**src/rtl/rir_pkg.sv**
```systemverilog
package rir_pkg;

   localparam int MAX_LEVELS_DEF = 10;

   localparam int VW  = 48;   // Q8.40 value width
   localparam int QW  = VW + 1;
   localparam int HW  = 33;   // b - a, Q.28
   localparam int SW  = 64;   // sample sum width
   localparam int SHW = 6;    // product shift amount
   localparam int BW  = 32;   // bound register width

   localparam int FRAC_IN   = 28;
   localparam int RECIP_EXP = 68;
   localparam int T0_SHIFT  = 29;

   localparam logic signed [VW-1:0] Q48_MAX = 48'sh7FFF_FFFF_FFFF;
   localparam logic signed [QW-1:0] Q49_MAX = 49'sh0_7FFF_FFFF_FFFF;
   localparam logic signed [QW-1:0] Q49_MIN = -49'sh0_7FFF_FFFF_FFFF;

   localparam logic [1:0] ST_OK     = 2'd0;
   localparam logic [1:0] ST_DOMAIN = 2'd1;
   localparam logic [1:0] ST_SAT    = 2'd2;

   localparam logic CSR_LOWER = 1'b0;
   localparam logic CSR_UPPER = 1'b1;

   typedef struct packed {
      logic                 done;
      logic                 sat;
      logic signed [VW-1:0] val;
   } unit_res_type;

   function automatic logic signed [VW-1:0] clamp48(input logic signed [QW-1:0] v);
      logic signed [VW-1:0] r;
      if (v > Q49_MAX) begin
         r = Q48_MAX;
      end else if (v < Q49_MIN) begin
         r = -Q48_MAX;
      end else begin
         r = v[VW-1:0];
      end
      return r;
   endfunction

   function automatic logic over48(input logic signed [QW-1:0] v);
      return (v > Q49_MAX) || (v < Q49_MIN);
   endfunction

endpackage

```
**src/rtl/rir_div.sv**
```systemverilog
// Restoring divider, one quotient bit per cycle, numerator bits top..0.
module rir_div import rir_pkg::*; #(
   parameter int NW = RECIP_EXP + MAX_LEVELS_DEF + 1,
   parameter int DW = 35 + MAX_LEVELS_DEF,
   parameter int PW = $clog2(NW)
) (
   input  logic          clock,
   input  logic          reset,
   input  logic          start,
   input  logic          chk,      // stop and saturate above Q48_MAX
   input  logic [NW-1:0] num,
   input  logic [PW-1:0] top,
   input  logic [DW-1:0] den,
   output unit_res_type  res
);

   logic          run_ff, run_in;
   logic          chk_ff;
   logic [PW-1:0] p_ff;
   logic [NW-1:0] num_ff;
   logic [DW-1:0] den_ff;
   logic [DW-1:0] r_ff;
   logic [QW-1:0] q_ff;
   unit_res_type  res_ff, res_in;

   logic [DW:0]   rs;
   logic          ge;
   logic [DW:0]   rn;
   logic [QW-1:0] qn;

   always_comb begin
      rs = {r_ff, num_ff[p_ff]};
      ge = rs >= {1'b0, den_ff};
      rn = ge ? rs - {1'b0, den_ff} : rs;
      qn = {q_ff[QW-2:0], ge};
      run_in = run_ff;
      res_in = '0;
      res_in.val = res_ff.val;
      if (start) begin
         run_in = 1'b1;
      end else if (run_ff) begin
         if (chk_ff && (qn[QW-1:VW-1] != 2'b00)) begin
            run_in      = 1'b0;
            res_in.done = 1'b1;
            res_in.sat  = 1'b1;
            res_in.val  = Q48_MAX;
         end else if (p_ff == '0) begin
            run_in      = 1'b0;
            res_in.done = 1'b1;
            res_in.val  = qn[VW-1:0];
         end
      end
   end

   always_ff @(posedge clock) begin
      if (reset) begin
         run_ff      <= 1'b0;
         res_ff.done <= 1'b0;
         res_ff.sat  <= 1'b0;
      end else begin
         run_ff      <= run_in;
         res_ff.done <= res_in.done;
         res_ff.sat  <= res_in.sat;
      end
      res_ff.val <= res_in.val;
      if (start) begin
         chk_ff <= chk;
         p_ff   <= top;
         num_ff <= num;
         den_ff <= den;
         r_ff   <= '0;
         q_ff   <= '0;
      end else if (run_ff) begin
         r_ff <= rn[DW-1:0];
         q_ff <= qn;
         p_ff <= p_ff - PW'(1);
      end
   end

   assign res = res_ff;

endmodule

```
**config.mk**
```make
export PLATFORM = sky130hd
export DESIGN_NAME = rir_div
export DESIGN_NICKNAME = d
export VERILOG_FILES = /design/src/rtl/rir_pkg.sv /design/src/rtl/rir_div.sv
export SDC_FILE = /design/constraint.sdc
export NUM_CORES = 1
export LEC_CHECK = 0
export ABC_CLOCK_PERIOD_IN_PS = 4800
export BUFFER_PORTS_ARGS = -buffer_cell sky130_fd_sc_hd__buf_2
export CAP_MARGIN = 20
export CORE_MARGIN = 2
export CORE_UTILIZATION = 30
export CTS_CLUSTER_SIZE = 20
export DETAILED_ROUTE_END_ITERATION = 12
export PLACE_DENSITY = 0.45
export SYNTH_ARGS = -nofsm -noshare
export SYNTH_HDL_FRONTEND = slang
export SYNTH_SLANG_ARGS = --single-unit
```
**constraint.sdc**
```tcl
create_clock -name clock -period 4.8 [get_ports clock]
set_input_delay 0.48 -clock clock [delete_from_list [all_inputs] [get_ports clock]]
set_output_delay 0.48 -clock clock [all_outputs]
set_load 0.02 [all_outputs]
```
==> impl_metrics.tcl <==
set metrics [dict create \
    fmax_mhz 212 \
    crit_buf_inv 6 \
    tns_ps 0 \
    gp_congestion 0.802 \
    grt_pass1_wl_um 54900 \
    min_path_type "primary input to register" \
    grt_antenna_before_repair 1 \
    hp-start "den[17]" \
    rr_worst_depth 22 \
    antenna_left 0 \
    drtIter0Drc 571 \
    drt_first_pass_iters 5 \
    drc 0 \
    grt-ovfl-total 0 \
    layout.nets 1579 \
    required_ps 5180 \
    start_kind "register" \
    ys_top_cells_by_area "edfxtp_1 41%, dfxtp_1 14%, ha_1 4.4%" \
    finalHoldViolations 0 \
    fin_ws_ps 86.2 \
    dieArea_mm2 0.0460 \
    crit_slowest_cell "mux4_2" \
    path_max_fanout 7 \
    num_vias 9792 \
    p_leak_nw 6.88 \
    cts_buffer_depth 3 \
    wl_per_cell_um 17.6 \
    die_w_um 215 \
    cts_buffers 35 \
    path_clk_slew_ps 60 \
    min_to "den_ff[17]" \
    status "finished clean" \
    post-route-period-util 0.982 \
    r2r-start "p_ff[0]" \
    place_area_mm2 0.0151 \
    critPathArrivalTime_ps 5090 \
    clk-insertion-delay-late_ps 540 \
    relSlewSlack 0.253 \
    yosysUniqueCellTypes 62 \
    maxCapViolCount 0 \
    period_minus_slack_ps 4710 \
    grt_usage 0.150 \
    crit_type "register to register" \
    end_kind "register" \
    cts_htree_levels 2 \
    io_pins 185 \
    netlist_instances 1180 \
    cts_hold_buf 0 \
    grt_pass1_vias 9729 \
    rrSetupSlack_ps 90 \
    finalSetupViolCount 0 \
    synthArstFlopShare 0 \
    place.port_buffers 184 \
    path_delay_family "compound AO/OA/AOI/OAI gates" \
    synth-edff-count 180 \
    final_cell_area_mm2 0.0169 \
    tritoncts "yes" \
    start_util 0.303 \
    synth_area_per_cell_um2 11.3 \
    cp_cell_sequence "buf_12, mux4_2, mux4_2, mux2i_1, o21ai_1, o21ai_1, buf_4, ha_4, inv_4, fa_2, a211oi_4, o21ai_4, nand4_4, a2111oi_4, o21ai_2, a211o_1, buf_6, a21oi_4, buf_6, buf_12, o211ai_1, a311oi_1" \
    routed_wl_um 35500 \
    synth_area_mm2 0.0133 \
    dp_hpwl_um 23500 \
    seq_area_frac_synth 0.551 \
    synth-main-ff-cell "edfxtp_1" \
    syn_nets 1363 \
    rsz0062_at_grt "true" \
    worst_r2r_endpoint "r_ff[38]" \
    tightest_slew_ps 1120 \
    pre_cts_slack_ps -76.3 \
    cts_root_buf "clkbuf_16" \
    drive_gt1_frac 0.269 \
    synth-seq-cells 276 \
    ir_drop_v 0.000242 \
    rows 77 \
    cellPowerDensity_mw_per_mm2 387 \
    viasPerCell 4.86 \
    area_growth_pct 27.3 \
    skew_ps 17.6 \
    die_h_um 215 \
    core-area_mm2 0.0439 \
    clock-sinks 276 \
    cp_slowest_stage_delay_ps 490 \
    grt_max_degree 88 \
    ys_warn_count 0 \
    yosysTopAreaCellShare 0.407 \
    min_delay_path_depth 1 \
    post-synth-top-area-cell "edfxtp_1" \
    finalMaxSlewViolations 0 \
    diodes 0 \
]
==> state kept, by name, indices dropped and copies added (netlist names) <==
name,cells
den_ff,45
q_ff,48
chk_ff,1
r_ff,45
run_ff,1
num_ff,79
p_ff,7
res,50
==> area by class of cell <==
class / instances / area [um^2]
clock inverters: 16 / 168
flip-flops and latches: 276 / 7330
repair buffers: 251 / 1700
fillers: 4375 / 27000
clock buffers: 48 / 986
inverters: 60 / 228
multi-input cells: 772 / 5770
well taps: 592 / 741
==> cells by family (layout without fill, tap and decap cells) <==
group	count (synthesis)	in the layout	share of synthesized area
AO/OA/AOI/OAI	265	265	0.135
XOR/XNOR	39	39	0.0257
adder cells (fa/ha/maj)	48	48	0.0457
buffers and inverters	132	375	0.0396
flip-flops	276	276	0.551
multiplexers	78	78	0.0804
AND/OR/NAND/NOR	342	342	0.123
==> worst max path at each step <==
stage / slack [ps] / start / depth (start not counted) / to
global placement: -6 / p_ff[0] / 22 / r_ff[38]
global route: -180 / p_ff[0] / 22 / r_ff[38]
floorplan: 30 / p_ff[0] / 21 / r_ff[44]
CTS: -30 / p_ff[0] / 21 / r_ff[25]
finish: 90 / p_ff[0] / 22 / r_ff[38]
detailed placement: -80 / p_ff[0] / 22 / r_ff[43]
==> cells in the mapped netlist, types with 31 or more instances <==
cell type / count
nand2_1: 58
nor2_1: 122
a21oi_1: 48
inv_1: 60
a311oi_1: 32
nand2b_1: 50
clkbuf_1: 50
dfxtp_1: 96
nand3_1: 49
edfxtp_1: 180
mux2i_1: 55
o21ai_0: 68
a21o_1: 31
ha_1: 47
==> report_power, final <==
group | internal, W | total [W] | switching [W]
combinational | 0.000514 | 0.00115 | 0.000631
sequential | 0.00267 | 0.00276 | 0.0000913
clock | 0.00160 | 0.00265 | 0.00104
total | 0.00479 | 0.00655 | 0.00177
==> per-layer routing <==
layer	wire, um	up-vias	GRT usage	share of wire
met5	13	-	0	0.00037
met4	806	2	0.0495	0.023
met3	1530	48	0.0265	0.043
met2	16200	218	0.239	0.46
met1	17000	4723	0.206	0.48
li1	-	4801	-	-
==> cells in the final DEF (no fill, tap or decap), types with 22 or more instances in the layout <==
cell type,instances
nand2b_1,50
nand3_1,32
dfxtp_1,95
mux2i_1,55
clkbuf_16,41
a311oi_1,31
ha_1,46
buf_4,39
mux4_2,23
a21oi_1,47
buf_2,183
inv_1,59
a21o_1,30
o21ai_0,44
nor2_1,120
edfxtp_1,180
xnor2_1,22
nand2_1,57
==> metrics by stage <==
stage	power, W	std cells	util	hold WS, ps
global route	0.00687	2015	0.385	84.0
CTS	0.00656	1991	0.370	73.9
global placement	0.00386	1927	0.343	489
detailed placement	0.00385	1927	0.343	490
finish	0.00655	2015	0.385	112
floorplan	0.00348	1180	-	455
==> repair_timing <==
action / 4_1_cts / 5_1_grt
pin swaps: 1 / 43
gates resized for setup: 2 / 106
setup buffers: 0 / 20
cloned: 0 / 7
endpoints found under the hold margin: 0 / 0
endpoints found under the setup margin: 40 / 47
No activity file was read; power rests on OpenSTA's default activity.
