$ cat src/rtl/rir_pkg.sv
package rir_pkg;

   localparam int MAX_LEVELS_DEF = 10;

   localparam int VW  = 48;   // Q8.40 value width
   localparam int QW  = VW + 1;
   localparam int HW  = 33;   // b - a, Q.28
   localparam int SW  = 64;   // sample sum width
   localparam int SHW = 6;    // product shift amount
   localparam int BW  = 32;   // bound register width

   localparam int FRAC_IN   = 28;
   localparam int RECIP_EXP = 68;
   localparam int T0_SHIFT  = 29;

   localparam logic signed [VW-1:0] Q48_MAX = 48'sh7FFF_FFFF_FFFF;
   localparam logic signed [QW-1:0] Q49_MAX = 49'sh0_7FFF_FFFF_FFFF;
   localparam logic signed [QW-1:0] Q49_MIN = -49'sh0_7FFF_FFFF_FFFF;

   localparam logic [1:0] ST_OK     = 2'd0;
   localparam logic [1:0] ST_DOMAIN = 2'd1;
   localparam logic [1:0] ST_SAT    = 2'd2;

   localparam logic CSR_LOWER = 1'b0;
   localparam logic CSR_UPPER = 1'b1;

   typedef struct packed {
      logic                 done;
      logic                 sat;
      logic signed [VW-1:0] val;
   } unit_res_type;

   function automatic logic signed [VW-1:0] clamp48(input logic signed [QW-1:0] v);
      logic signed [VW-1:0] r;
      if (v > Q49_MAX) begin
         r = Q48_MAX;
      end else if (v < Q49_MIN) begin
         r = -Q48_MAX;
      end else begin
         r = v[VW-1:0];
      end
      return r;
   endfunction

   function automatic logic over48(input logic signed [QW-1:0] v);
      return (v > Q49_MAX) || (v < Q49_MIN);
   endfunction

endpackage

$ cat src/rtl/rir_ram.sv
module rir_ram import rir_pkg::*; #(
   parameter int DEPTH = MAX_LEVELS_DEF + 1,
   parameter int AW    = $clog2(DEPTH)
) (
   input  logic                 clock,
   input  logic                 we,
   input  logic [AW-1:0]        waddr,
   input  logic signed [VW-1:0] wdata,
   input  logic [AW-1:0]        raddr,
   output logic signed [VW-1:0] rdata
);

   logic signed [VW-1:0] mem [DEPTH];
   logic signed [VW-1:0] rdata_ff;

   always_ff @(posedge clock) begin
      if (we) begin
         mem[waddr] <= wdata;
      end
      rdata_ff <= mem[raddr];
   end

   assign rdata = rdata_ff;

endmodule

$ cat config.mk
export PLATFORM = sky130hd
export DESIGN_NAME = rir_ram
export DESIGN_NICKNAME = d
export VERILOG_FILES = /design/src/rtl/rir_pkg.sv /design/src/rtl/rir_ram.sv
export SDC_FILE = /design/constraint.sdc
export NUM_CORES = 1
export LEC_CHECK = 0
export BUFFER_PORTS_ARGS = -buffer_cell sky130_fd_sc_hd__buf_2
export CAP_MARGIN = 15
export CORE_MARGIN = 1
export CORE_UTILIZATION = 55
export DETAILED_ROUTE_END_ITERATION = 10
export GPL_ROUTABILITY_DRIVEN = 1
export GPL_TIMING_DRIVEN = 0
export MAX_ROUTING_LAYER = met4
export PLACE_DENSITY_LB_ADDON = 0.15
export SLEW_MARGIN = 15
export SYNTH_ARGS = -nofsm -noshare
export SYNTH_HDL_FRONTEND = slang
export SYNTH_SLANG_ARGS = --single-unit
$ cat constraint.sdc
create_clock -name clock -period 5.2 [get_ports clock]
set_input_delay 1.04 -clock clock [delete_from_list [all_inputs] [get_ports clock]]
set_output_delay 1.04 -clock clock [all_outputs]
set_load 0.005 [all_outputs]
==> summary.md, run 1 <==
| Metric | Value |
|---|---|
| Die Y | `roughly 200 um` |
| Clock sink count | `576` |
| Clk buf depth | `3` |
| Sequential area share after synthesis | `77.59%` |
| # Max-Cap Violations | `0` |
| Hold Crit Class | `flip-flop to flip-flop` |
| Die W | `approximately 200 um` |
| Yosys top cell area share | `between 70% and 80%` |
| Row count | `around 70` |
| RSZ-0062 raised after global routing | `no` |
| Gate Count Post-Synth | `between 1,000 and 1,500` |
| Share of post-route cells with drive strength above 1 | `between 20% and 30%` |
| PwrDens | `384.7 nW/um^2` |
| Placed wire-length estimate | `between 30,000 and 40,000 um` |
| Most used DFF post-synth | `edfxtp_1` |
| # DRC | `0` |
| Initial Util | `roughly 56%` |
| Slew Viols, Final | `0` |
| Hold slack | `~0.57 ns` |
| GPL Wtd Cong | `between 0.7 and 0.8` |
| Largest net degree at the start of global routing | `24` |
| CTS H-tree lvls | `2` |
| Most numerous cell in the Yosys netlist | `edfxtp_1` |
| Peak VDD IR | `around 0.31 mV` |
| Number of synthesis warnings | `0` |
| Final Power | `between 9 and 10 mW` |
| Core Region | `38,740 um^2` |
| WS Path Type | `input port to flip-flop` |
| Drt pass-1 iters | `7` |
| Setup Buffers After CTS | `0` |
| Num CTS Buffers | `55` |
| Fin crit share | `around half` |
| Worst Setup Start Kind | `input port` |
| Routed WL per cell | `~25 um` |
| Synth area leader | `edfxtp_1` |
| PostCTS Resize Cnt | `0` |
| PortBufs | `102` |
| Worst-path maximum fanout | `9` |
| Initial antenna violation count | `2` |
| Routed wire length | `about 48,000 um` |
| Skew-Pair Late Insertion Delay | `around 0.60 ns` |
| Synthesized area per cell | `between 15 and 20 um^2` |
| # setup viols final | `0` |
| Initial DRC Count | `between 700 and 800` |
| Fin. Hold Viols | `0` |
| Placed insts | `about 1,800` |
| ANT nets after route | `0` |
| Fmax | `just under 0.4 GHz` |
| Slew headroom | `a little under half` |
| GRT Residual Overflow | `0` |
| GRT Total Usage | `around 25%` |
| NumNets Final | `between 1,000 and 1,500` |
| Vias post-DR | `11,170` |
| Syn nets | `1,204` |
| Status | `finished clean` |
| Crit path DAT | `~2.9 ns` |
| Leak | `8.649 nW` |
| Vias in the first global route | `between 10,000 and 15,000` |
| Vias per cell | `around 5.9` |
| CTS hold repair buffers | `0` |
| Die area | `around 40,000 um^2` |
| Fillers | `2,629` |
| Top cells by area, synth | `edfxtp_1 (73%), mux2_2 (7.5%), dfxtp_1 (4.4%)` |
| Area grow syn2layout | `16.93%` |
| CTS tree | `built` |
| Tmin final | `around 2.6 ns` |
| Asr flop ratio synth | `0%` |
| Clk root buf | `clkbuf_16` |
| Sum of negative setup slack | `0 ns` |
| Worst Skew | `approximately 0.02 ns` |
| I/O pin count | `106` |
| Worst Tran Pin Value | `between 0.8 and 0.9 ns` |
| Register bit total from synthesis | `576` |
| Global-route wire length before repair | `71,570 um` |
| Post-route insts no fill | `approximately 1,900` |
| Worst setup EP type | `flip-flop` |
| Top post-synthesis cells by count | `edfxtp_1 (528), mux2_2 (144), mux2i_1 (96), nand2b_1 (51)` |
| Post-synth EDFFs | `approximately 530` |
| Clock transition at path regs | `approximately 0.06 ns` |
| Critical Path RT | `5.49 ns` |
| Post-Syn Area | `around 22,000 um^2` |
| Synth cell types | `21` |
-- where the power goes --
| part | switching (mW) | internal, mW | leakage (nW) |
|---|---|---|---|
| clock | 1.65 | 2.36 | 0.893 |
| combinational | 0.327 | 0.213 | 2.58 |
| sequential | 0.0275 | 5.18 | 5.17 |
| total | 2.00 | 7.75 | 8.65 |
-- registers in the layout (all words and copies together), names as in the netlist --
signal,cells
rdata,48
mem,528
-- cell usage in the layout, fill, tap and decap left out, types with 2 or more instances in the layout --
cell type and count:
edfxtp_1 528, mux2_2 144, buf_2 121, mux2i_1 96, clkbuf_16 56, nand2b_1 51, a22o_1 48, o22ai_1 48
o211ai_1 48, dfxtp_1 48, o31ai_1 47, clkbuf_1 46, buf_4 15, buf_6 14, buf_16 10, clkbuf_8 9
nor2_4 8, buf_8 7, clkinv_2 7, buf_12 7, clkinv_1 6, bufinv_16 5, clkinvlp_4 3, diode_2 2
nand2_1 2, nand3b_1 2, nor3_2 2
-- cells by family after synthesis --
group / share of synthesized area, %
compound gates: 6.674
buf+inv: 1.911
flops: 77.59
mux: 11.92
simple gates: 1.905
-- through the flow --
stage	instance area (um^2)	util (%)	setup slack (ns)
2_1_floorplan	21680	-	0.1559
3_3_place_gp	22840	58.95	-3.071
3_5_place_dp	23500	60.66	2.071
4_1_cts	25340	65.41	2.678
5_1_grt	25340	65.42	2.553
6_report	25340	65.42	2.627
-- routing by layer --
metal | routed length, um | part of all wire [%] | vias to the layer above | track usage [%]
li1 | - | - | 5014 | -
met2 | 23520 | 49 | 356 | 39.98
met4 | 904 | 1.9 | 0 | 6.761
met1 | 20740 | 43 | 5730 | 34.15
met3 | 2739 | 5.7 | 67 | 3.701
met5 | 0 | 0 | - | -
-- path summary, 6_finish.rpt --
path	startpoint	end	slack, ns	cells after the start
hold / removal	mem[10][0]	rdata[0]	0.57	3
setup reg to reg	mem[8][17]	rdata[17]	3.98	3
setup / recovery	waddr[3]	mem[4][15]	2.63	6
hold reg to reg	mem[10][0]	rdata[0]	0.57	3
-- critical path, cell delays in order --
cell and delay (ns):
buf_2 0.11, nand3b_1 0.36, nor3_2 0.59, buf_4 0.31
buf_4 0.23, buf_4 0.21
-- layout make-up --
type / count / area, um^2 / share of cell area (%)
buffer: 69 / 414.1 / 1.634
timing repair buffer: 135 / 1095 / 4.320
multi-input combinational: 501 / 4523 / 17.85
antenna: 2 / 5.005 / 0.01975
clock buffer: 81 / 1585 / 6.256
sequential: 576 / 16820 / 66.36
tap: 518 / 648.1 / 2.558
clock inverter: 23 / 255.2 / 1.007
Note: power is estimated with default switching activity, not from simulation.
==> run 2: changes to the inputs <==
Settings changed: ABC_AREA set to 1, CORE_UTILIZATION 55 to 61.
Clock period 5.2 ns to 2.5 ns, I/O delays scaled along.
==> summary.md, run 2 <==
| Metric | Value |
|---|---|
| Status | `finished clean` |
| GRT Total Usage | `a little under a third` |
| Clock transition at path regs | `~0.060 ns` |
| Yosys top cell area share | `68.95%` |
| Vias post-DR | `around 15,000` |
| Synth cell types | `15` |
| Leak | `11.02 nW` |
| Reg2reg start | `mem[3][32]` |
| Area grow syn2layout | `15.79%` |
| Num CTS Buffers | `55` |
| Syn nets | `a little over 2,000` |
| Reg2reg setup slack | `around 1.4 ns` |
| Global-route wire length before repair | `around 83,000 um` |
| RSZ-0062 raised after global routing | `no` |
| Tmin final | `~1.9 ns` |
| CTS tree | `built` |
| Most numerous cell in the Yosys netlist | `nand2_1` |
| NumNets Final | `roughly 2,200` |
| PwrDens | `approximately 780 nW/um^2` |
| Final Power | `20.65 mW` |
| Synth area leader | `edfxtp_1` |
| Worst-path maximum fanout | `20` |
| End of the worst hold path | `mem[5][27]` |
| Hold Crit Class | `input port to flip-flop` |
| Routed wire length | `between 50,000 and 60,000 um` |
| Fillers | `about 2,400` |
| Initial Util | `between 60% and 70%` |
| WS Path Type | `input port to flip-flop` |
| GRT Residual Overflow | `0` |
| Worst Skew | `roughly 0.019 ns` |
| Core Region | `roughly 37,000 um^2` |
| Register bit total from synthesis | `576` |
| Most common cell after layout, fill and taps aside | `nand2_1` |
| Worst hold path depth | `1` |
| Vias per cell | `about 5.6` |
| Initial DRC Count | `between 1,500 and 2,000` |
| Clk buf depth | `3` |
| Skew-Pair Late Insertion Delay | `roughly 0.61 ns` |
| PortBufs | `103` |
| Most frequent cells in the layout | `nand2_1 (628), edfxtp_1 (528), nand3_1 (339)` |
| Worst setup EP type | `flip-flop` |
| Die Y | `196.2 um` |
| # setup viols final | `0` |
| # DRC | `0` |
| Slew headroom | `a little under half` |
| CTS hold repair buffers | `0` |
| # Max-Cap Violations | `0` |
| Most used DFF post-synth | `edfxtp_1` |
| Pre-CTS setup slack | `-0.003093 ns` |
| Top post-synthesis cells by count | `nand2_1 (628), edfxtp_1 (528), nand3_1 (339), inv_1 (294), buf_2 (58)` |
| Placed wire-length estimate | `35,590 um` |
| Vias in the first global route | `15,070` |
| Fmax | `around 0.52 GHz` |
| Fin. Hold Viols | `0` |
| Worst Tran Pin Value | `around 0.81 ns` |
| Worst r2r path cells | `6` |
| Fin crit share | `between 70% and 80%` |
| I/O pin count | `between 100 and 150` |
| Asr flop ratio synth | `0%` |
| Critical Path RT | `~2.8 ns` |
| Crit Reg-Reg Endpoint | `rdata[32]` |
| Die area | `a little under 40,000 um^2` |
| Worst Setup Start Kind | `input port` |
| GPL Wtd Cong | `between 0.8 and 0.9` |
| Number of synthesis warnings | `0` |
| Slew Viols, Final | `0` |
| Synthesized area per cell | `between 10 and 15 um^2` |
| Drt pass-1 iters | `6` |
| Peak VDD IR | `around 0.66 mV` |
| Max reg flops | `roughly 530` |
| Routed WL per cell | `just over 20 um` |
| Worst hold start | `wdata[27]` |
| Share of post-route cells with drive strength above 1 | `13.66%` |
| Initial antenna violation count | `0` |
| Setup Buffers After CTS | `0` |
| Crit path DAT | `2.20 ns` |
| Row count | `70` |
| Antenna cells | `0` |
| Largest net degree at the start of global routing | `25` |
| CTS H-tree lvls | `2` |
| Clock sink count | `about 580` |
| Clk root buf | `clkbuf_16` |
| PostCTS Resize Cnt | `0` |
| Gate Count Post-Synth | `between 2,000 and 2,500` |
| Biggest register | `mem` |
| Fin worst setup slack | `between 0.5 and 0.6 ns` |
| Sequential area share after synthesis | `roughly three quarters` |
| Post-Syn Area | `about 23,000 um^2` |
| Top cells by area, synth | `edfxtp_1 (69%), nand2_1 (10%), nand3_1 (7.4%)` |
| ANT nets after route | `0` |
| Post-synth EDFFs | `~530` |
| Die W | `about 200 um` |
## run 2: cell count changes in the layout (fill, tap and decap cells not counted), sizes merged, moves of 3 or more
cell      delta
nand3      +339
buf         +42
clkbuf      -14
nand2      +626
o31ai       -48
a22o        -48
nand2b      -51
nor3         -3
mux2       -144
inv        +295
o22ai       -48
mux2i       -96
clkinvlp     -3
## run 2: stage by stage
| stage | instance area, um^2 | utilization [%] | hold slack (ns) | setup TNS, ns | std cells |
|---|---|---|---|---|---|
| finish | 26620 | 72.21 | 0.2021 | 0 | 2736 |
| global route | 26620 | 72.21 | 0.2187 | 0 | 2736 |
| CTS | 26620 | 72.21 | 0.1796 | 0 | 2736 |
| detailed placement | 24750 | 67.11 | 0.4666 | -0.02325 | 2633 |
| global placement | 24140 | 65.48 | 0.4626 | -1319.69 | 2610 |
| floorplan | 23000 | - | 0.4553 | -315.32 | 2003 |
## run 2: metal layers
layer / routed length [um] / up-vias / GRT usage (%)
met5: 0 / - / -
met4: 2071 / 0 / 14.18
met3: 4924 / 167 / 4.745
met2: 26700 / 836 / 47.95
met1: 21390 / 7301 / 38.08
li1: - / 7019 / -
## run 2: final cells by class
class / count / area (um^2) / share of cell area [%]
sequential: 576 / 16820 / 63.16
timing repair buffer: 126 / 1039 / 3.901
clock inverter: 21 / 247.7 / 0.9305
multi-input combinational: 1026 / 4538 / 17.04
buffer: 105 / 609.3 / 2.289
clock buffer: 82 / 1630 / 6.123
inverter: 296 / 1114 / 4.183
tap: 504 / 630.6 / 2.369
## run 2: critical path: stages
cell     delay, ns
buf_2         0.11
inv_1         0.07
nand3_1       0.32
nor2_4        0.75
buf_16        0.24
buf_16        0.18
## run 2: worst max-delay path by stage
stage                        start  slack (ns)  cells past startpoint         end
final                     waddr[2]        0.59                      6   mem[3][0]
after global routing            we        0.55                      5   mem[3][0]
after CTS                 waddr[2]        0.63                      6   mem[3][4]
after detailed placement  waddr[2]      -0.003                      6   mem[3][6]
after global placement    waddr[2]       -2.82                      4  mem[1][13]
after floorplan           waddr[2]       -0.66                      3   mem[0][0]
## run 2: power by group
part / switching [mW] / internal (mW)
clock network: 3.43 / 5.10
registers: 0.0576 / 10.8
logic: 0.892 / 0.397
## run 2: cell families (layout without fill, tap and decap cells)
logic type	count (synthesis)	count (layout)	share of synthesized area, %
buffers and inverters	401	630	7.493
DFF	576	576	73.13
and+or+nand+nor	978	978	17.81
AOI/OAI and AO/OA	48	48	1.567
